`config.mk`:
```
export PLATFORM = sky130hd
export DESIGN_NAME = esf_div_cell
export DESIGN_NICKNAME = d
export VERILOG_FILES = /design/src/rtl/esf_pkg.sv /design/src/rtl/esf_div_cell.sv
export SDC_FILE = /design/constraint.sdc
export NUM_CORES = 1
export LEC_CHECK = 0
export BUFFER_PORTS_ARGS = -buffer_cell sky130_fd_sc_hd__buf_2
export CAP_MARGIN = 20
export CORE_AREA = 2 2 210 212
export DETAILED_ROUTE_END_ITERATION = 12
export DIE_AREA = 0 0 212 214
export HOLD_SLACK_MARGIN = 0.08
export PLACE_DENSITY = 0.5
export SETUP_SLACK_MARGIN = 0.02
export SLEW_MARGIN = 40
export SYNTH_ARGS = -nofsm -noshare
export SYNTH_HDL_FRONTEND = slang
export SYNTH_SLANG_ARGS = --single-unit
```
`constraint.sdc`:
```
create_clock -name clk -period 2.9 [get_ports clk]
set_input_delay 0.58 -clock clk [delete_from_list [all_inputs] [get_ports clk]]
set_output_delay 0.58 -clock clk [all_outputs]
set_load 0.01 [all_outputs]
```
`src/rtl/esf_pkg.sv`:
```
// Package: widths, types, register codes and helper functions for the evade steering block.
`default_nettype none
package esf_pkg;

  localparam int CB     = 24;            // coordinate width
  localparam int FB     = 8;             // fraction bits of coordinates
  localparam int PR_W   = 16;            // prediction factor width (Q8.8)
  localparam int PR_FB  = 8;             // prediction fraction bits
  localparam int MS_W   = 23;            // max speed width
  localparam int PAN_W  = 23;            // panic range width
  localparam int CFG_W  = 23;            // config data width
  localparam int IDX_W  = 2;             // config index width
  localparam int MAG_W  = CB - 1;        // offset magnitude width
  localparam int PROD_W = CB + PR_W + 1; // velocity times prediction
  localparam int OFF_W  = PROD_W + 1;    // raw offset width
  localparam int SQ_W   = 2 * MAG_W;     // square of a magnitude
  localparam int RAD_W  = 2 * CB;        // sqrt radicand, even width
  localparam int RT_W   = CB;            // sqrt root width = number of sqrt cells
  localparam int REM_W  = RT_W + 2;      // sqrt partial remainder
  localparam int DIV_W  = CB;            // divisor/quotient width = number of divide cells
  localparam int NUM_W  = 2 * CB - 1;    // dividend width

  typedef enum logic [IDX_W-1:0] {
    REG_MAX_SPEED   = 2'd0,
    REG_PREDICTION  = 2'd1,
    REG_PANIC_RANGE = 2'd2
  } reg_idx_t;

  typedef logic signed [CB-1:0] coord_t;

  // Per-request data that rides along with the arithmetic
  typedef struct packed {
    logic             sx;     // offset x negative
    logic             sy;     // offset y negative
    logic             far;    // offset beyond any panic range
    logic [MAG_W-1:0] mag_x;
    logic [MAG_W-1:0] mag_y;
    coord_t           svx;
    coord_t           svy;
  } side_t;

  typedef struct packed {
    logic [RAD_W-1:0] rad;
    logic [REM_W-1:0] rem;
    logic [RT_W-1:0]  root;
  } sqrt_st_t;

  typedef struct packed {
    logic [DIV_W-1:0] rem;
    logic [DIV_W-1:0] num;
    logic [DIV_W-1:0] q;
  } div_lane_t;

  // One restoring-division step: returns {new remainder, quotient bit}
  function automatic logic [DIV_W:0] div_step(input logic [DIV_W-1:0] rem,
                                              input logic nb,
                                              input logic [DIV_W-1:0] d);
    logic [DIV_W:0] r2;
    logic [DIV_W:0] diff;
    r2   = {rem, nb};
    diff = r2 - {1'b0, d};
    if (r2 >= {1'b0, d}) begin
      div_step = {diff[DIV_W-1:0], 1'b1};
    end else begin
      div_step = {r2[DIV_W-1:0], 1'b0};
    end
  endfunction

  // Saturate to the coordinate range: returns {clipped, value}
  function automatic logic [CB:0] sat_coord(input logic signed [CB+1:0] v);
    logic signed [CB+1:0] hi;
    logic signed [CB+1:0] lo;
    hi = (CB+2)'((64'sd1 <<< (CB - 1)) - 64'sd1);
    lo = -hi - (CB+2)'(1);
    if (v > hi) begin
      sat_coord = {1'b1, hi[CB-1:0]};
    end else if (v < lo) begin
      sat_coord = {1'b1, lo[CB-1:0]};
    end else begin
      sat_coord = {1'b0, v[CB-1:0]};
    end
  endfunction

endpackage
`default_nettype wire

```
`src/rtl/esf_div_cell.sv`:
```
// Divide cell: one quotient bit per cell for both force components.
`default_nettype none
module esf_div_cell import esf_pkg::*; (
  input  wire logic             clk,
  input  wire logic             rst_n,
  input  wire logic             en,
  input  wire logic             vld_i,
  input  wire logic [RT_W-1:0]  dist_i,
  input  wire div_lane_t        lx_i,
  input  wire div_lane_t        ly_i,
  input  wire side_t            side_i,
  output logic                  vld_o,
  output logic [RT_W-1:0]       dist_o,
  output div_lane_t             lx_o,
  output div_lane_t             ly_o,
  output side_t                 side_o
);

  logic [DIV_W:0] sx;
  logic [DIV_W:0] sy;
  div_lane_t      lx_nxt;
  div_lane_t      ly_nxt;

  always_comb begin
    sx         = div_step(lx_i.rem, lx_i.num[DIV_W-1], dist_i);
    sy         = div_step(ly_i.rem, ly_i.num[DIV_W-1], dist_i);
    lx_nxt.rem = sx[DIV_W:1];
    lx_nxt.num = {lx_i.num[DIV_W-2:0], 1'b0};
    lx_nxt.q   = {lx_i.q[DIV_W-2:0], sx[0]};
    ly_nxt.rem = sy[DIV_W:1];
    ly_nxt.num = {ly_i.num[DIV_W-2:0], 1'b0};
    ly_nxt.q   = {ly_i.q[DIV_W-2:0], sy[0]};
  end

  always_ff @(posedge clk) begin
    if (!rst_n) begin
      vld_o <= 1'b0;
    end else if (en) begin
      vld_o <= vld_i;
    end
  end

  always_ff @(posedge clk) begin
    if (en) begin
      dist_o <= dist_i;
      lx_o   <= lx_nxt;
      ly_o   <= ly_nxt;
      side_o <= side_i;
    end
  end

endmodule
`default_nettype wire

```
## Word level (Yosys, flattened, before mapping)

Index checks and enable logic that the tools add are counted.

| word-level totals | value |
|---|---|
| output and inout port bits | 266 |
| word-level logic and storage cells | 21 |
| flip-flop bits (word level) | 264 |
| bits of input ports | 269 |

| operators by class | value |
|---|---|
| $lt $le $gt $ge | 2 |
| mux-type cells | 2 |
| add/subtract/negate cells | 2 |

Operator list:

| kind | count |
|---|---|
| greater-or-equal comparator 25 x 24 -> 1 bit | 2 |
| two-way mux 25 bit | 2 |
| subtractor 24 bit | 2 |

## Longest topological paths before layout

| logic depth | value |
|---|---|
| word-level depth | 2 |
| depth in mapped cells | 12 |
| gate-level depth less buffers | 11 |

## Worst setup path before layout

OpenSTA, ideal clock, no wires.

| timing path | value |
|---|---|
| path kind | in2reg |
| from | input dist_i[3] |
| to | register lx_o[65] (netlist name), data pin |
| cell stages on the path | 11 |
| arrival | 2855 ps |
| buffers on the path | 1 |
| data required time | 2638 ps |
| library setup time | 262 ps |
| path slack | -217 ps |
| path through | inv_1 -> ha_1 -> nand3_1 -> o21bai_1 -> a21oi_2 -> o211ai_1 -> a31o_2 -> o21a_1 -> o31ai_4 -> buf_6 -> mux2_1 |

| on the way | value |
|---|---|
| word-level cells in the longest chain between the ends | 2 |
| elaborated cells on any way between the ends | 3 |
| classes of those cells | add/sub: 1; order compare: 1; mux: 1 |

Ends and longest elaborated chain:

| what | RTL line | RTL |
|---|---|---|
| start: declaration | esf_div_cell.sv:8 | `input wire logic [RT_W-1:0] dist_i,` |
| subtractor 24 bit / greater-or-equal comparator 25 x 24 -> 1 bit (equally long branches) | esf_pkg.sv:61, esf_pkg.sv:62 |  |
| two-way mux 25 bit (*) | esf_pkg.sv:62 | `if (r2 >= {1'b0, d}) begin` |
| named net sx[18] | esf_div_cell.sv:19 | `logic [DIV_W:0] sx;` |
| end signal: assignment | esf_div_cell.sv:46 | `lx_o <= lx_nxt;` |
| end: declaration | esf_div_cell.sv:14 | `output div_lane_t lx_o,` |

Mark *: on every way through the listed nets, which the timed path passes. The rest lies on a longest branch.
A chain may end at the register's enable or synchronous reset.

## Worst setup path after layout

| timing path | value |
|---|---|
| from | input dist_i[17] |
| to | register lx_o[51] (netlist name), data pin |

| on the way | value |
|---|---|
| word-level cells in the longest chain between the ends | 2 |

Ends and longest elaborated chain:

| what | RTL line |
|---|---|
| greater-or-equal comparator 25 x 24 -> 1 bit | esf_pkg.sv:62 |
| two-way mux 25 bit | esf_pkg.sv:62 |
| named net sx[4] | esf_div_cell.sv:19 |

The timed path passes the listed nets, and every way through them passes these cells.

==> qor.yml <==
status: "finished, final reports clean"
drc: 0
cp-start-kind: "input pin"
max-cap-violations: 0
fmaxAchievable_mhz: 362
ys_seq_area_share_pct: 71.2
antenna_found_initial: 12
io_buffers: 530
numCtsBuffers: 31
setup_viol: 0
critPathMaxStageDelay_ps: 580
coreArea_um2: 42900
fin_nets: 1688
path_buf_inv: 3
syn_avg_cell_area_um2: 16.4
first_pass_iters: 4
finalCriticalPeriod_ps: 2760
grt_first_pass_wirelength_mm: 55.0
h-tree-depth: 1
max-vdd-ir-drop_mv: 0.416
num_vias: 8442
dp_hpwl_mm: 31.5
wl_per_cell_um: 19.5
grt_pass1_vias: 8757
synth.cell_area_um2: 11100
cts_root_buffer: "clkbuf_16"
max_slew_margin_pct: 62.1
start_util_pct: 25.9
critical_path_arrival_ps: 3090
rsz0062_at_grt: "false"
tns_ps: 0
power_density_nw_per_um2: 637
wl_met2_mm: 19.6
pin_count: 535
clock-skew-final_ps: 0
yosys-top-cells-area: "edfxtp_1 71%, ha_1 5.4%, mux2_4 2.3%"
crit_type: "in -> reg"
area_delta_synth_final_pct: 52.5
drive_gt1_share_pct: 56.6
p_sw_share_pct: 25.6
critPathMaxFanout: 14
power.internal_mw: 8.03
clock_power_share_pct: 37.7
synth_edf_count: 263
first_iter_violations: 408
power_mw: 10.8
m1WireLength_mm: 14.7
die_y_um: 214
die_area_um2: 45400
synth_top_area_share_pct: 71.0
grt_max_degree: 56
via_per_inst: 4.25
finalHoldWorstSlack_ps: 171
synth_ff_type: "edfxtp_1"
finalCritPeriodShare_pct: 95.3
synth-warning-count: 0
synthArstFlopShare_pct: 0
cp_cell_sequence: "buf_2, inv_1, ha_4, nand4_1, or4_1, nor4_1, o21ai_1, a21oi_1, nor3_1, o31ai_4, buf_12, mux2_2"
insertion_delay_ps: 580
p_seq_share_pct: 43.7
power_switching_mw: 2.77
path_clk_slew_ps: 60
grt_use_total_pct: 16.4
combinationalPowerShare_pct: 18.6
synth_top_area_cell: "edfxtp_1"
layout_common_cells: "529 x buf_2, 263 x edfxtp_1, 131 x buf_4, 39 x a21oi_1, 35 x ha_1"
tightest_slew_ps: 569
clk_path_buf_depth: 3
fillers: 4085
place_congestion: 0.842
wl_mm: 38.7
cts_tree: "built"
synth_cell_types: 57
cp_top_family: "simple AND/OR/NAND/NOR gates"
wl_met3_mm: 3.24
slowest_stage: "or4_1"
end_kind: "register"
die_w_um: 212
hp-class: "in -> reg"
postCtsSetupRepairBufs: 0
synth-seq-cells: 264
highest_layer: "met5"
grt_overflow_total: 0
synthCells: 677
rows: 76
required_ps: 3220
clock-sinks: 264
ant_nets: 0
layout_commonest_cell: "buf_2"
total_leakage_power_nw: 7.44
hold_viol: 0
maxSlewViolCount: 0
## final timing paths
kind | start | endpoint | slack, ps | depth (start not counted)
worst max-delay path | dist_i[17] | lx_o[51] | 140 | 12
worst min-delay path | side_i[27] | side_o[27] | 170 | 1
worst max register to register | vld_o | vld_o | 2280 | 2
worst min register to register | vld_o | vld_o | 560 | 2
## cell families after synthesis
kind of cell               after synthesis  synth area share, %
muxes                                   49                 5.47
xor gates and xnor gates                41                 3.23
adders and majority gates               50                 5.76
DFF                                    264                 71.2
other                                    1               0.0337
and+or+nand+nor                         97                 4.47
AOI/OAI and AO/OA                      130                 7.97
buffers and inverters                   45                 1.86
## state kept, by name, summed over array words and instances, names as in the netlist
register and flops:
dist_o 24, lx_o 71, ly_o 71, side_o 97, vld_o 1
## area by class of cell
class / count / area, um^2 / share of cell area, %
diodes: 6 / 15.0 / 0.0885
clock buffers: 34 / 787 / 4.64
clock inverters: 24 / 285 / 1.68
inverters: 34 / 153 / 0.900
multi-input cells: 369 / 3260 / 19.2
flip-flops and latches: 264 / 7920 / 46.7
well taps: 585 / 732 / 4.32
repair buffers: 669 / 3810 / 22.4
## power groups by stage
stage	Combinational (mW)	Sequential [mW]	Clock [mW]
4_1_cts	2.04	4.73	4.21
6_report	2.01	4.72	4.07
5_1_grt	2.19	4.76	4.35
3_3_place_gp	2.02	4.80	0
3_5_place_dp	2.03	4.80	0
2_1_floorplan	0.747	5.00	0
## routing by layer
layer,vias up,global-route usage (%)
li1,4012,-
met1,4032,18.0
met2,324,29.9
met3,70,4.85
met4,4,5.21
met5,-,0
## timing repair
action | CTS | global route
resized for setup | 0 | 3
hold buffers | 0 | 0
endpoints found under the setup margin | 0 | 3
## synth_stat cells (3+ instances only)
cell and count:
a211o_1 3, a211oi_1 4, a21o_1 16, a21oi_1 39
a31oi_1 7, and3_1 5, buf_6 4, clkbuf_1 5
edfxtp_1 263, ha_1 48, inv_1 34, mux2_1 16
mux2_2 10, mux2_4 17, mux2i_1 6, nand2_1 24
nand2b_1 4, nand3_1 13, nand4_1 7, nor2_1 20
nor2b_1 8, nor3_1 5, o211ai_1 3, o21a_1 8
o21ai_0 20, o21bai_1 6, o31ai_1 5, or3_1 3
xnor2_1 26, xor2_1 15
## stage by stage
stage | instances | utilization, % | instance area (um^2) | worst slack, ps
6_report | 1985 | 39.5 | 17000 | 136
3_3_place_gp | 1921 | 37.0 | 15900 | -492
2_1_floorplan | 678 | - | 11400 | -67.9
3_5_place_dp | 1921 | 37.0 | 15900 | -488
4_1_cts | 1979 | 39.5 | 16900 | 125
5_1_grt | 1982 | 39.5 | 17000 | 33.4
Note: power is estimated with default switching activity, not from simulation.
