$ cat src/rtl/esf_pkg.sv
// Package: widths, types, register codes and helper functions for the evade steering block.
`default_nettype none
package esf_pkg;

  localparam int CB     = 24;            // coordinate width
  localparam int FB     = 8;             // fraction bits of coordinates
  localparam int PR_W   = 16;            // prediction factor width (Q8.8)
  localparam int PR_FB  = 8;             // prediction fraction bits
  localparam int MS_W   = 23;            // max speed width
  localparam int PAN_W  = 23;            // panic range width
  localparam int CFG_W  = 23;            // config data width
  localparam int IDX_W  = 2;             // config index width
  localparam int MAG_W  = CB - 1;        // offset magnitude width
  localparam int PROD_W = CB + PR_W + 1; // velocity times prediction
  localparam int OFF_W  = PROD_W + 1;    // raw offset width
  localparam int SQ_W   = 2 * MAG_W;     // square of a magnitude
  localparam int RAD_W  = 2 * CB;        // sqrt radicand, even width
  localparam int RT_W   = CB;            // sqrt root width = number of sqrt cells
  localparam int REM_W  = RT_W + 2;      // sqrt partial remainder
  localparam int DIV_W  = CB;            // divisor/quotient width = number of divide cells
  localparam int NUM_W  = 2 * CB - 1;    // dividend width

  typedef enum logic [IDX_W-1:0] {
    REG_MAX_SPEED   = 2'd0,
    REG_PREDICTION  = 2'd1,
    REG_PANIC_RANGE = 2'd2
  } reg_idx_t;

  typedef logic signed [CB-1:0] coord_t;

  // Per-request data that rides along with the arithmetic
  typedef struct packed {
    logic             sx;     // offset x negative
    logic             sy;     // offset y negative
    logic             far;    // offset beyond any panic range
    logic [MAG_W-1:0] mag_x;
    logic [MAG_W-1:0] mag_y;
    coord_t           svx;
    coord_t           svy;
  } side_t;

  typedef struct packed {
    logic [RAD_W-1:0] rad;
    logic [REM_W-1:0] rem;
    logic [RT_W-1:0]  root;
  } sqrt_st_t;

  typedef struct packed {
    logic [DIV_W-1:0] rem;
    logic [DIV_W-1:0] num;
    logic [DIV_W-1:0] q;
  } div_lane_t;

  // One restoring-division step: returns {new remainder, quotient bit}
  function automatic logic [DIV_W:0] div_step(input logic [DIV_W-1:0] rem,
                                              input logic nb,
                                              input logic [DIV_W-1:0] d);
    logic [DIV_W:0] r2;
    logic [DIV_W:0] diff;
    r2   = {rem, nb};
    diff = r2 - {1'b0, d};
    if (r2 >= {1'b0, d}) begin
      div_step = {diff[DIV_W-1:0], 1'b1};
    end else begin
      div_step = {r2[DIV_W-1:0], 1'b0};
    end
  endfunction

  // Saturate to the coordinate range: returns {clipped, value}
  function automatic logic [CB:0] sat_coord(input logic signed [CB+1:0] v);
    logic signed [CB+1:0] hi;
    logic signed [CB+1:0] lo;
    hi = (CB+2)'((64'sd1 <<< (CB - 1)) - 64'sd1);
    lo = -hi - (CB+2)'(1);
    if (v > hi) begin
      sat_coord = {1'b1, hi[CB-1:0]};
    end else if (v < lo) begin
      sat_coord = {1'b1, lo[CB-1:0]};
    end else begin
      sat_coord = {1'b0, v[CB-1:0]};
    end
  endfunction

endpackage
`default_nettype wire

$ cat src/rtl/esf_sqrt_cell.sv
// Square root cell: one root bit per cell, digit-by-digit.
`default_nettype none
module esf_sqrt_cell import esf_pkg::*; (
  input  wire logic     clk,
  input  wire logic     rst_n,
  input  wire logic     en,
  input  wire logic     vld_i,
  input  wire sqrt_st_t st_i,
  input  wire side_t    side_i,
  output logic          vld_o,
  output sqrt_st_t      st_o,
  output side_t         side_o
);

  logic [REM_W+1:0] cur;
  logic [REM_W+1:0] trial;
  sqrt_st_t         st_nxt;

  always_comb begin
    cur          = {st_i.rem, st_i.rad[RAD_W-1 -: 2]};
    trial        = cur - {2'b00, st_i.root, 2'b01};
    st_nxt.rad   = {st_i.rad[RAD_W-3:0], 2'b00};
    if (!trial[REM_W+1]) begin
      st_nxt.rem  = trial[REM_W-1:0];
      st_nxt.root = {st_i.root[RT_W-2:0], 1'b1};
    end else begin
      st_nxt.rem  = cur[REM_W-1:0];
      st_nxt.root = {st_i.root[RT_W-2:0], 1'b0};
    end
  end

  always_ff @(posedge clk) begin
    if (!rst_n) begin
      vld_o <= 1'b0;
    end else if (en) begin
      vld_o <= vld_i;
    end
  end

  always_ff @(posedge clk) begin
    if (en) begin
      st_o   <= st_nxt;
      side_o <= side_i;
    end
  end

endmodule
`default_nettype wire

$ cat config.mk
export PLATFORM = sky130hd
export DESIGN_NAME = esf_sqrt_cell
export DESIGN_NICKNAME = d
export VERILOG_FILES = /design/src/rtl/esf_pkg.sv /design/src/rtl/esf_sqrt_cell.sv
export SDC_FILE = /design/constraint.sdc
export NUM_CORES = 1
export LEC_CHECK = 0
export ABC_AREA = 1
export ABC_CLOCK_PERIOD_IN_PS = 1800
export BUFFER_PORTS_ARGS = -buffer_cell sky130_fd_sc_hd__buf_2
export CAP_MARGIN = 10
export CORE_MARGIN = 5
export CORE_UTILIZATION = 40
export CTS_CLUSTER_SIZE = 40
export DETAILED_ROUTE_END_ITERATION = 6
export GPL_ROUTABILITY_DRIVEN = 0
export PLACE_DENSITY = 0.76
export SLEW_MARGIN = 20
export SYNTH_ARGS = -nofsm -noshare
export SYNTH_HDL_FRONTEND = slang
export SYNTH_SLANG_ARGS = --single-unit
$ cat constraint.sdc
create_clock -name clk -period 1.8 [get_ports clk]
set_input_delay 0.18 -clock clk [delete_from_list [all_inputs] [get_ports clk]]
set_output_delay 0.18 -clock clk [all_outputs]
set_load 0.02 [all_outputs]
# Word-level counts from Yosys, hierarchy flattened
# Cells that the tools add are included.
# classes
muxes	1
add_sub_neg	1
# op_table
operator	count
$mux 50	1
$sub 28x26->28	1
# totals
ff_bits	194
in_bits	199
word_cells	13

# Longest topological paths before layout
# Gate-level depths: netlist (run 1).
# logic_depth
word_depth	2
mapped_depth	15
depth_no_buf	14

# Least setup slack after synthesis (run 1)
# Ideal clock, no wire load.
# synth_timing
path_kind	input-to-reg
startpoint	input st_i[15] (netlist name)
endpoint	register st_o[35] (netlist name) (data pin)
path_stages	11
required_time_ns	1.548
path_buffers	1
setup_time_ns	0.252
path_slack_ns	-0.084
arrival_ns	1.632
cell_sequence	inv_1 -> ha_1 -> nand2_2 -> inv_2 -> a21oi_2 -> nand2_1 -> a21oi_2 -> nand3_2 -> buf_4 -> nand3_1 -> nand2_1
# synth_lines
item	line_no	rtl
start, declared	esf_sqrt_cell.sv:8	input wire sqrt_st_t st_i,
end signal, assigned	esf_sqrt_cell.sv:42	st_o <= st_nxt;
end, declared	esf_sqrt_cell.sv:11	output sqrt_st_t st_o,

==> results of run 1 <==
-- worst max path at each step --
stage               startpoint  cells after the start                 end
floorplan             st_i[18]                     13  st_o[34]$_DFFE_PP_
global placement      st_i[13]                     14  st_o[45]$_DFFE_PP_
detailed placement    st_i[13]                     13  st_o[47]$_DFFE_PP_
CTS                   st_i[13]                     13  st_o[41]$_DFFE_PP_
global route          st_i[23]                     13  st_o[41]$_DFFE_PP_
finish                st_i[47]                     12  st_o[41]$_DFFE_PP_
-- registers in the layout (all words and copies together) (netlist names) --
signal / cells
st_o: 96
vld_o: 1
side_o: 97
-- per-stage QoR --
step	util (%)	setup TNS [ns]	cell area (um2)	hold slack, ns
after CTS	67.54	0	13710	0.02162
after global routing	67.59	0	13720	0.04148
after global placement	56.36	-5.415	11440	0.3569
final	67.59	0	13720	0.04209
after detailed placement	56.36	-6.988	11440	0.3581
after floorplan	-	0	8431	0.2735
-- area by class of cell --
type,count,area [um2]
multi-input cells,391,2133
well taps,270,337.8
fillers,1495,6579
flip-flops and latches,194,5816
clock buffers,17,425.4
inverters,112,420.4
clock inverters,14,162.7
diodes,1,2.502
repair buffers,656,4423
-- synthesized netlist by cell type --
master / count
a21oi_1: 14
a21oi_2: 2
and2_1: 3
and2_2: 1
buf_12: 1
buf_2: 3
buf_4: 3
buf_6: 1
conb_1: 1
dfxtp_1: 1
edfxtp_1: 193
ha_1: 25
inv_1: 109
inv_2: 3
nand2_1: 213
nand2_2: 14
nand2_4: 4
nand3_1: 52
nand3_2: 2
nand3b_1: 1
nand4_1: 7
nor2_1: 27
nor2_2: 1
nor2_4: 1
nor3_1: 2
nor3_2: 1
nor4_1: 1
o21ai_0: 4
o21bai_1: 1
or2_1: 1
or2_2: 1
xnor2_1: 1
xor2_1: 10
-- cell families after synthesis --
family	after synthesis	share of synthesized area (%)
buf+inv	120	5.908
xor+xnor	11	1.163
compound gates	21	1.390
flops	194	70.23
other cells	1	0.04529
simple gates	332	17.48
fa+ha+maj	25	3.778
-- critical path, cell delays in order --
cell	delay, ns
buf_2	0.11
ha_1	0.33
inv_1	0.08
nor3_2	0.20
and2_4	0.19
and2_2	0.16
nand2_4	0.07
nand2_4	0.09
nand2_2	0.07
buf_4	0.19
nand3_1	0.10
nand2_1	0.09
-- routing by layer --
metal | global-route usage [%] | vias up | share of wire, %
met4 | 9.336 | 2 | 3.7
met2 | 46.84 | 315 | 53
met3 | 6.577 | 75 | 6.6
met5 | 0 | - | 0.065
li1 | - | 3675 | -
met1 | 28.21 | 3685 | 37
-- power groups by stage --
| stage | logic (W) | registers, W | clock network, W |
|---|---|---|---|
| after floorplan | 0.000701 | 0.00614 | 0 |
| after global routing | 0.00294 | 0.00557 | 0.00407 |
| after detailed placement | 0.00240 | 0.00562 | 0 |
| final | 0.00274 | 0.00554 | 0.00381 |
| after global placement | 0.00235 | 0.00560 | 0 |
| after CTS | 0.00271 | 0.00552 | 0.00386 |
-- what timing repair did --
item,4_1_cts,5_1_grt
endpoints found under the hold margin,167,0
hold buffers,168,0
resized for setup,0,2
endpoints found under the setup margin,0,2
==> results.json, run 1 <==
{
  "timing.final.crit_period_ns": 1.688,
  "cts_inserted_buffers": 17,
  "initial_core_util_pct": 40.79,
  "drive_gt1_share_pct": 40.82,
  "arrival_ns": 1.87,
  "setup_viol": 0,
  "post_cts.repair.setup_buffers": 0,
  "p_seq_share_pct": 45.9,
  "yosysWarnings": 0,
  "die_y_um": 153.9,
  "layout_common_cells": "buf_2, nand2_1, edfxtp_1, dlygate4sd3_1, inv_1",
  "pre_cts_slack_ns": -0.2891,
  "cp-end-kind": "flop",
  "core-area_um2": 20300,
  "grt_pass1_vias": 8105,
  "r2r.worst_path.cells": 3,
  "peakVddDrop_uv": 584.1,
  "finalHoldViolations": 0,
  "yosysTopAreaCellShare_pct": 69.99,
  "num_rows": 52,
  "cts_buffer_depth": 2,
  "syn_area_per_cell_um2": 11.76,
  "wl_mm": 30.92,
  "min_to": "st_o[34]$_DFFE_PP_",
  "required_ns": 1.98,
  "num_vias": 7752,
  "power.density_nw_per_um2": 881.2,
  "holdCritStartpoint": "st_i[32]",
  "fin_skew_ns": 0,
  "ios": 395,
  "p_clk_share_pct": 31.5,
  "grt.total_usage_pct": 25.42,
  "r2r_start": "vld_o$_SDFFE_PN0P_",
  "fin_crit_sh_pct": 93.75,
  "power_switching_w": 0.003647,
  "setup_slack_ns": 0.1124,
  "yosysTopAreaCell": "edfxtp_1",
  "cp-start-kind": "input pin",
  "ys_seq_area_share_pct": 70.23,
  "die_x_um": 153.9,
  "wl_per_cell_um": 18.68,
  "port_buffers": 392,
  "switching_share_pct": 30.16,
  "nets": 1596,
  "hold_path_depth": 3,
  "instances_no_fill": 1655,
  "drt_first_pass_iters": 5,
  "insertion_delay_ns": 0.43,
  "syn_to_final_growth_pct": 65.70,
  "max_cap_viol_count": 0,
  "ys_ff_latch": 194,
  "grt_first_pass_wirelength_mm": 46.11,
  "final_common_cell": "buf_2",
  "htreeDepth": 4,
  "comb_power_share_pct": 22.7,
  "path_clk_slew_ns": 0.08,
  "status": "finished clean",
  "r2r_end": "vld_o$_SDFFE_PN0P_",
  "ant_nets": 0,
  "overflow": 0,
  "path_max_fanout": 12,
  "maxSlewViolCount": 0,
  "syn_inst": 704,
  "intPower_w": 0.008445,
  "vias_per_cell": 4.684,
  "cts_root_buf": "clkbuf_16",
  "dp_cells": 1455,
  "drc": 0,
  "synth_area_leaders": "edfxtp_1, nand2_1, inv_1, ha_1, nand3_1",
  "cts.sinks": 194,
  "synth_cell_type_count": 33,
  "hpwl_mm": 21.52,
  "power.total_w": 0.01209,
  "dieArea_um2": 23680,
  "synthesis.area_um2": 8280,
  "leakagePower_nw": 6.613,
  "grt_start_max_net_pins": 57,
  "ff2ff_setup_slack_ns": 0.59,
  "cts_tree": "done",
  "drt_iter0_markers": 571,
  "fmax_mhz": 592.6,
  "min_path_type": "in -> reg",
  "antenna_found_initial": 2,
  "rsz0062_at_grt": "no",
  "crit_type": "in -> reg"
}
(Power assumes the default switching activity.)
==> inputs of run 2 (changes only) <==
--- a/config.mk
+++ b/config.mk
@@ -5,16 +5,15 @@
 export SDC_FILE = /design/constraint.sdc
 export NUM_CORES = 1
 export LEC_CHECK = 0
-export ABC_AREA = 1
 export ABC_CLOCK_PERIOD_IN_PS = 1800
 export BUFFER_PORTS_ARGS = -buffer_cell sky130_fd_sc_hd__buf_2
 export CAP_MARGIN = 10
-export CORE_MARGIN = 5
-export CORE_UTILIZATION = 40
+export CORE_AREA = 5 5 150 152
 export CTS_CLUSTER_SIZE = 40
 export DETAILED_ROUTE_END_ITERATION = 6
+export DIE_AREA = 0 0 155 157
 export GPL_ROUTABILITY_DRIVEN = 0
-export PLACE_DENSITY = 0.76
+export PLACE_DENSITY = 0.73
 export SLEW_MARGIN = 20
 export SYNTH_ARGS = -nofsm -noshare
 export SYNTH_HDL_FRONTEND = slang
==> run 2 against run 1 <==
  * The run now ends with setup timing left
  * Total power rose by 1.2%
  * Largest power group unchanged
  * Flip-flop and latch count is the same
  * Global-route usage decreased by 2.9 points
==> results.json, run 2 <==
{
  "dp_cells": 1200,
  "drive_gt1_share_pct": 54.55,
  "seq_area_um2": 5816,
  "power_switching_w": 0.003532,
  "power.density_nw_per_um2": 897.4,
  "num_vias": 6639,
  "htreeDepth": 4,
  "hold_path_depth": 2,
  "path_clk_slew_ns": 0.08,
  "largest_register_ffs": 97,
  "cts_root_buf": "clkbuf_16",
  "wl_mm": 28.87,
  "yosys.area_share.simple_pct": 4.294,
  "yosys.area_share.adder_pct": 4.036,
  "die_x_um": 155,
  "syn_to_final_growth_pct": 75.85,
  "required_ns": 1.97,
  "timing.final.crit_period_ns": 2.024,
  "synth_cell_type_count": 52,
  "vias_per_cell": 4.709,
  "multi_input_area_um2": 2193,
  "synth_area_leaders": "edfxtp_1, ha_1, mux2_4, xnor2_1, a21oi_1",
  "syn_area_per_cell_um2": 17.15,
  "layout_common_cells": "buf_2, edfxtp_1, dlygate4sd3_1, buf_4, mux2_4",
  "arrival_ns": 2.19,
  "ant_nets": 0,
  "min_path_type": "in -> reg",
  "final_area_um2": 13630,
  "antenna_found_initial": 3,
  "grt_start_max_net_pins": 39,
  "synth_enable_flop_cells": 193,
  "peakVddDrop_uv": 583.5,
  "max_stage_delay_ns": 0.33,
  "cts_buffer_depth": 2,
  "synth_top_family_by_area": "compound AO/OA/AOI/OAI gates",
  "max_cap_viol_count": 0,
  "r2r.worst_path.cells": 2,
  "yosysWarnings": 0,
  "drt_first_pass_iters": 5,
  "switching_share_pct": 28.87,
  "path_cells": "buf_4 > inv_2 > ha_4 > nand2_4 > nor2_4 > nand4_4 > a2111oi_4 > or3_1 > and2_4 > buf_12 > mux2_4",
  "top_regs": "side_o: 97 flops, st_o: 96 flops, vld_o: 1 flops",
  "drt_iter0_markers": 407,
  "hold_slack_ns": 0.05815,
  "overflow": 0,
  "grt.total_usage_pct": 22.57,
  "initial_core_util_pct": 37.11,
  "p_seq_share_pct": 45.4,
  "path_buf_inv": 3,
  "pre_cts_slack_ns": -0.7410,
  "wl_per_cell_um": 20.47,
  "grt_first_pass_wirelength_mm": 41.48,
  "comb_power_share_pct": 24.1,
  "ys_ff_latch": 194,
  "syn_inst": 452,
  "num_rows": 53,
  "maxSlewViolCount": 0,
  "top_register": "side_o",
  "dieArea_um2": 24340,
  "p_clk_share_pct": 30.5,
  "setup_slack_ns": -0.2236,
  "rsz0062_at_grt": "yes",
  "status": "finished with violations",
  "path_depth": 11,
  "cts_inserted_buffers": 17,
  "cp-start-kind": "input pin",
  "intPower_w": 0.008700,
  "crit_type": "in -> reg",
  "synthesis.area_um2": 7751,
  "synth_most_common_cell": "edfxtp_1",
  "core-area_um2": 20890,
  "insertion_delay_ns": 0.42,
  "slowest_stage": "a2111oi_4",
  "setup_viol": 27,
  "ios": 395,
  "crit_family": "simple AND/OR/NAND/NOR gates",
  "drc": 0,
  "fin_crit_sh_pct": 112.4,
  "synth_compound_area_share_pct": 6.893,
  "final_common_cell": "buf_2",
  "hpwl_mm": 19.69,
  "cts.sinks": 194,
  "grt_pass1_vias": 6969,
  "yosysTopAreaCellShare_pct": 74.77,
  "final_util_pct": 65.25,
  "yosysTopAreaCell": "edfxtp_1",
  "leakagePower_nw": 5.909,
  "die_y_um": 157,
  "finalHoldViolations": 0,
  "fin_skew_ns": 0,
  "path_max_fanout": 7,
  "cp-end-kind": "flop",
  "ys_async_sr_fraction_pct": 0,
  "port_buffers": 392,
  "ys_seq_area_share_pct": 75.03,
  "synth_xor_area_share_pct": 2.599,
  "instances_no_fill": 1410,
  "synthFlopType": "edfxtp_1",
  "violations": "setup timing",
  "cts_tree": "done",
  "synthMuxAreaShare_pct": 4.326,
  "fillerInstances": 1490,
  "fmax_mhz": 494.2,
  "nets": 1343,
  "synth_common_cells": "edfxtp_1, inv_1, ha_1",
  "dpl-instance-area_um2": 11020
}
-- run 2: cell count changes after synthesis, moves of 6 or more --
cell,change
nand2_2,-14
nand4_1,-6
a21oi_1,+9
a31oi_1,+8
o21ai_0,+10
nor2_1,-10
inv_1,-80
mux2_4,+15
nand2_1,-190
nand3_1,-42
mux2_1,+7
xnor2_1,+15
-- run 2: worst paths after layout --
| kind | start | endpoint | slack (ns) |
|---|---|---|---|
| worst min-delay path | st_i[26] | st_o[28]$_DFFE_PP_ | 0.06 |
| worst max-delay path | st_i[10] | st_o[32]$_DFFE_PP_ | -0.22 |
| worst max register to register | vld_o$_SDFFE_PN0P_ | vld_o$_SDFFE_PN0P_ | 1.20 |
| worst min register to register | vld_o$_SDFFE_PN0P_ | vld_o$_SDFFE_PN0P_ | 0.54 |
-- run 2: kinds of logic (layout without fill, tap and decap cells) --
| logic type | after synthesis | count (layout) |
|---|---|---|
| flops | 194 | 194 |
| compound gates | 78 | 78 |
| simple gates | 67 | 67 |
| buf+inv | 39 | 717 |
| fa+ha+maj | 25 | 25 |
| mux | 25 | 25 |
| xor+xnor | 23 | 23 |
| other cells | 1 | 6 |
-- run 2: what timing repair did --
action	in CTS	in global routing
pin swaps	5	18
hold endpoints to repair	167	0
hold buffers	167	0
setup buffers	3	5
cloned	0	1
resized for setup	23	36
endpoints found under the setup margin	27	27
-- run 2: cell type report --
cell class                      count  share of cell area [%]
Antenna cell                        4                 0.07343
Clock buffer                       17                   3.121
Clock inverter                     14                   1.175
Inverter                           29                  0.9271
Multi-Input combinational cell    220                   16.09
Sequential cell                   194                   42.67
Tap cell                          275                   2.524
Timing Repair Buffer              657                   33.42
-- run 2: power by group through the flow --
stage	sequential (W)	clock, W	combinational, W
finish	0.00556	0.00373	0.00295
global route	0.00559	0.00403	0.00311
CTS	0.00554	0.00381	0.00284
detailed placement	0.00563	0	0.00246
global placement	0.00562	0	0.00242
floorplan	0.00617	0	0.000765
-- run 2: worst register-to-register path, cell delays in order (launching register included) --
cell and delay (ns):
dfxtp_1 0.32, mux2i_1 0.12, nor2b_1 0.06
-- run 2: through the flow --
stage               power, W  setup TNS [ns]
floorplan           0.006934          -13.93
finish               0.01223          -5.007
detailed placement  0.008090          -19.16
CTS                  0.01218          -4.884
global placement    0.008039          -18.36
global route         0.01273          -6.300
-- run 2: layer usage --
layer	track usage [%]	wire, um	vias up
met5	0	0	-
met4	7.864	1031	0
met3	6.186	2025	59
met2	41.66	15370	304
met1	25.03	10440	3225
li1	-	-	3051
==> inputs of run 3 (changes only) <==
--- a/config.mk
+++ b/config.mk
@@ -5,7 +5,7 @@
 export SDC_FILE = /design/constraint.sdc
 export NUM_CORES = 1
 export LEC_CHECK = 0
-export ABC_CLOCK_PERIOD_IN_PS = 1800
+export ABC_CLOCK_PERIOD_IN_PS = 1700
 export BUFFER_PORTS_ARGS = -buffer_cell sky130_fd_sc_hd__buf_2
 export CAP_MARGIN = 10
 export CORE_AREA = 5 5 150 152
==> constraint.sdc (replaced) <==
create_clock -name clk -period 1.7 [get_ports clk]
set_input_delay 0.17 -clock clk [delete_from_list [all_inputs] [get_ports clk]]
set_output_delay 0.17 -clock clk [all_outputs]
set_load 0.02 [all_outputs]
==> run 3 against run 2 <==
  * The run still ends with setup timing left
  * Final cell count up 0.50%
  * Global-route usage grew 0.60 points
  * Sequential power grew 5.9%
  * Flip-flop and latch count is the same
  * Clock power grew 7.8%
  * Critical path depth rose by 1
  * Setup slack worse by 0.15 ns
  * Utilization is 0.28 points higher
  * Non-clock buffer count increased by 7
  * Combinational power is 7.1% higher
==> results.json, run 3 (synthesis results as in run 2) <==
{
  "rsz0062_at_grt": "yes",
  "drc": 0,
  "core-area_um2": 20890,
  "cts_root_buf": "clkbuf_16",
  "peakVddDrop_uv": 616.6,
  "num_rows": 53,
  "final_util_pct": 65.53,
  "htreeDepth": 4,
  "grt_first_pass_wirelength_mm": 42.65,
  "vias_per_cell": 4.818,
  "largest_register_ffs": 97,
  "multi_input_area_um2": 2185,
  "final_common_cell": "buf_2",
  "timing.final.crit_period_ns": 2.070,
  "p_clk_share_pct": 30.8,
  "crit_type": "in -> reg",
  "drt_iter0_markers": 405,
  "dieArea_um2": 24340,
  "min_path_type": "in -> reg",
  "grt_start_max_net_pins": 41,
  "fin_crit_sh_pct": 121.8,
  "seq_area_um2": 5816,
  "switching_share_pct": 29.16,
  "path_max_fanout": 5,
  "max_cap_viol_count": 0,
  "grt.busiest_layer": "met2",
  "use_met2_pct": 42.08,
  "power.total_w": 0.01307,
  "drt_first_pass_iters": 5,
  "setup_viol": 27,
  "die_y_um": 157,
  "top_regs": "side_o: 97 flops, st_o: 96 flops, vld_o: 1 flops",
  "dpl-instance-area_um2": 11010,
  "fillerInstances": 1466,
  "instances_no_fill": 1417,
  "comb_power_share_pct": 24.2,
  "required_ns": 1.87,
  "status": "finished with violations",
  "overflow": 0,
  "power_switching_w": 0.003810,
  "cp-start-kind": "input pin",
  "finalHoldViolations": 0,
  "syn_to_final_growth_pct": 76.61,
  "cp-end-kind": "flop",
  "layout_common_cells": "buf_2, edfxtp_1, dlygate4sd3_1, buf_4, mux2_4",
  "final_area_um2": 13690,
  "grt_pass1_vias": 7236,
  "met1_usage_pct": 24.99,
  "intPower_w": 0.009258,
  "arrival_ns": 2.24,
  "dp_cells": 1202,
  "violations": "setup timing",
  "hpwl_mm": 20.23,
  "fmax_mhz": 483.0,
  "maxSlewViolCount": 0,
  "cts_buffer_depth": 2,
  "cts.sinks": 194,
  "wl_per_cell_um": 20.86,
  "initial_core_util_pct": 37.11,
  "num_vias": 6827,
  "pre_cts_slack_ns": -0.8212,
  "die_x_um": 155,
  "port_buffers": 392,
  "leakagePower_nw": 5.953,
  "antenna_found_initial": 3,
  "ios": 395,
  "wl_mm": 29.57,
  "insertion_delay_ns": 0.42,
  "cts_tree": "done",
  "ant_nets": 0,
  "grt.total_usage_pct": 23.16,
  "top_register": "side_o",
  "p_seq_share_pct": 45.0,
  "setup_slack_ns": -0.3702,
  "cts_inserted_buffers": 17,
  "drive_gt1_share_pct": 54.70,
  "power.density_nw_per_um2": 954.6,
  "use_met3_pct": 6.571,
  "fin_skew_ns": 0,
  "nets": 1350,
  "path_clk_slew_ns": 0.07
}
run 3: changes by cell type in the layout (fill, tap and decap cells not counted), sizes merged:
cell    change
diode       -1
inv         +2
buf         +8
clkinv      -1
clkbuf      -1
run 3: worst max-delay path, cell delays in order:
cell and delay (ns):
buf_4 0.12, inv_2 0.07, ha_4 0.21, a21oi_2 0.19, o21ai_2 0.10, a21oi_4 0.15
a2111oi_4 0.09, or3_1 0.40, and2_4 0.18, buf_4 0.14, buf_12 0.13, mux2_4 0.29
run 3: cell type report:
cell class                 instances  area share [%]
clock inverter                    15           1.307
inverter                          29          0.9414
antenna                            3         0.05484
multi-input combinational        220           15.96
timing repair buffer             664           33.63
tap                              275           2.513
sequential                       194           42.48
clock buffer                      17           3.108
run 3: power by group through the flow:
stage / Combinational, W / Clock [W] / Sequential [W]
after detailed placement: 0.00260 / 0 / 0.00597
after CTS: 0.00307 / 0.00413 / 0.00587
after global routing: 0.00334 / 0.00434 / 0.00592
after global placement: 0.00256 / 0 / 0.00595
after floorplan: 0.000809 / 0 / 0.00653
final: 0.00316 / 0.00402 / 0.00589
run 3: metal layers:
layer,up-vias,wire length [um]
met5,-,0
met4,0,1385
met3,86,2142
met2,338,15740
met1,3334,10290
li1,3069,-
run 3: worst paths after layout:
kind / end / startpoint / depth (start not counted) / slack (ns)
worst max register to register: vld_o$_SDFFE_PN0P_ / vld_o$_SDFFE_PN0P_ / 2 / 1.10
worst min-delay path: vld_o$_SDFFE_PN0P_ / vld_i / 3 / 0.04
worst max-delay path: st_o[38]$_DFFE_PP_ / st_i[12] / 12 / -0.37
worst min register to register: vld_o$_SDFFE_PN0P_ / vld_o$_SDFFE_PN0P_ / 2 / 0.54
run 3: metrics by stage:
| step | hold slack [ns] | setup TNS [ns] |
|---|---|---|
| finish | 0.03917 | -8.542 |
| global placement | 0.3464 | -20.82 |
| floorplan | 0.2689 | -16.36 |
| detailed placement | 0.3484 | -21.25 |
| global route | 0.03327 | -9.463 |
| CTS | 0.01351 | -8.369 |
run 3: what timing repair did:
action,4_1_cts,5_1_grt
hold buffers,167,0
cloned,1,0
pin swaps,15,22
endpoints found under the setup margin,27,27
endpoints found under the hold margin,167,0
buffers inserted,9,4
gates resized for setup,31,35
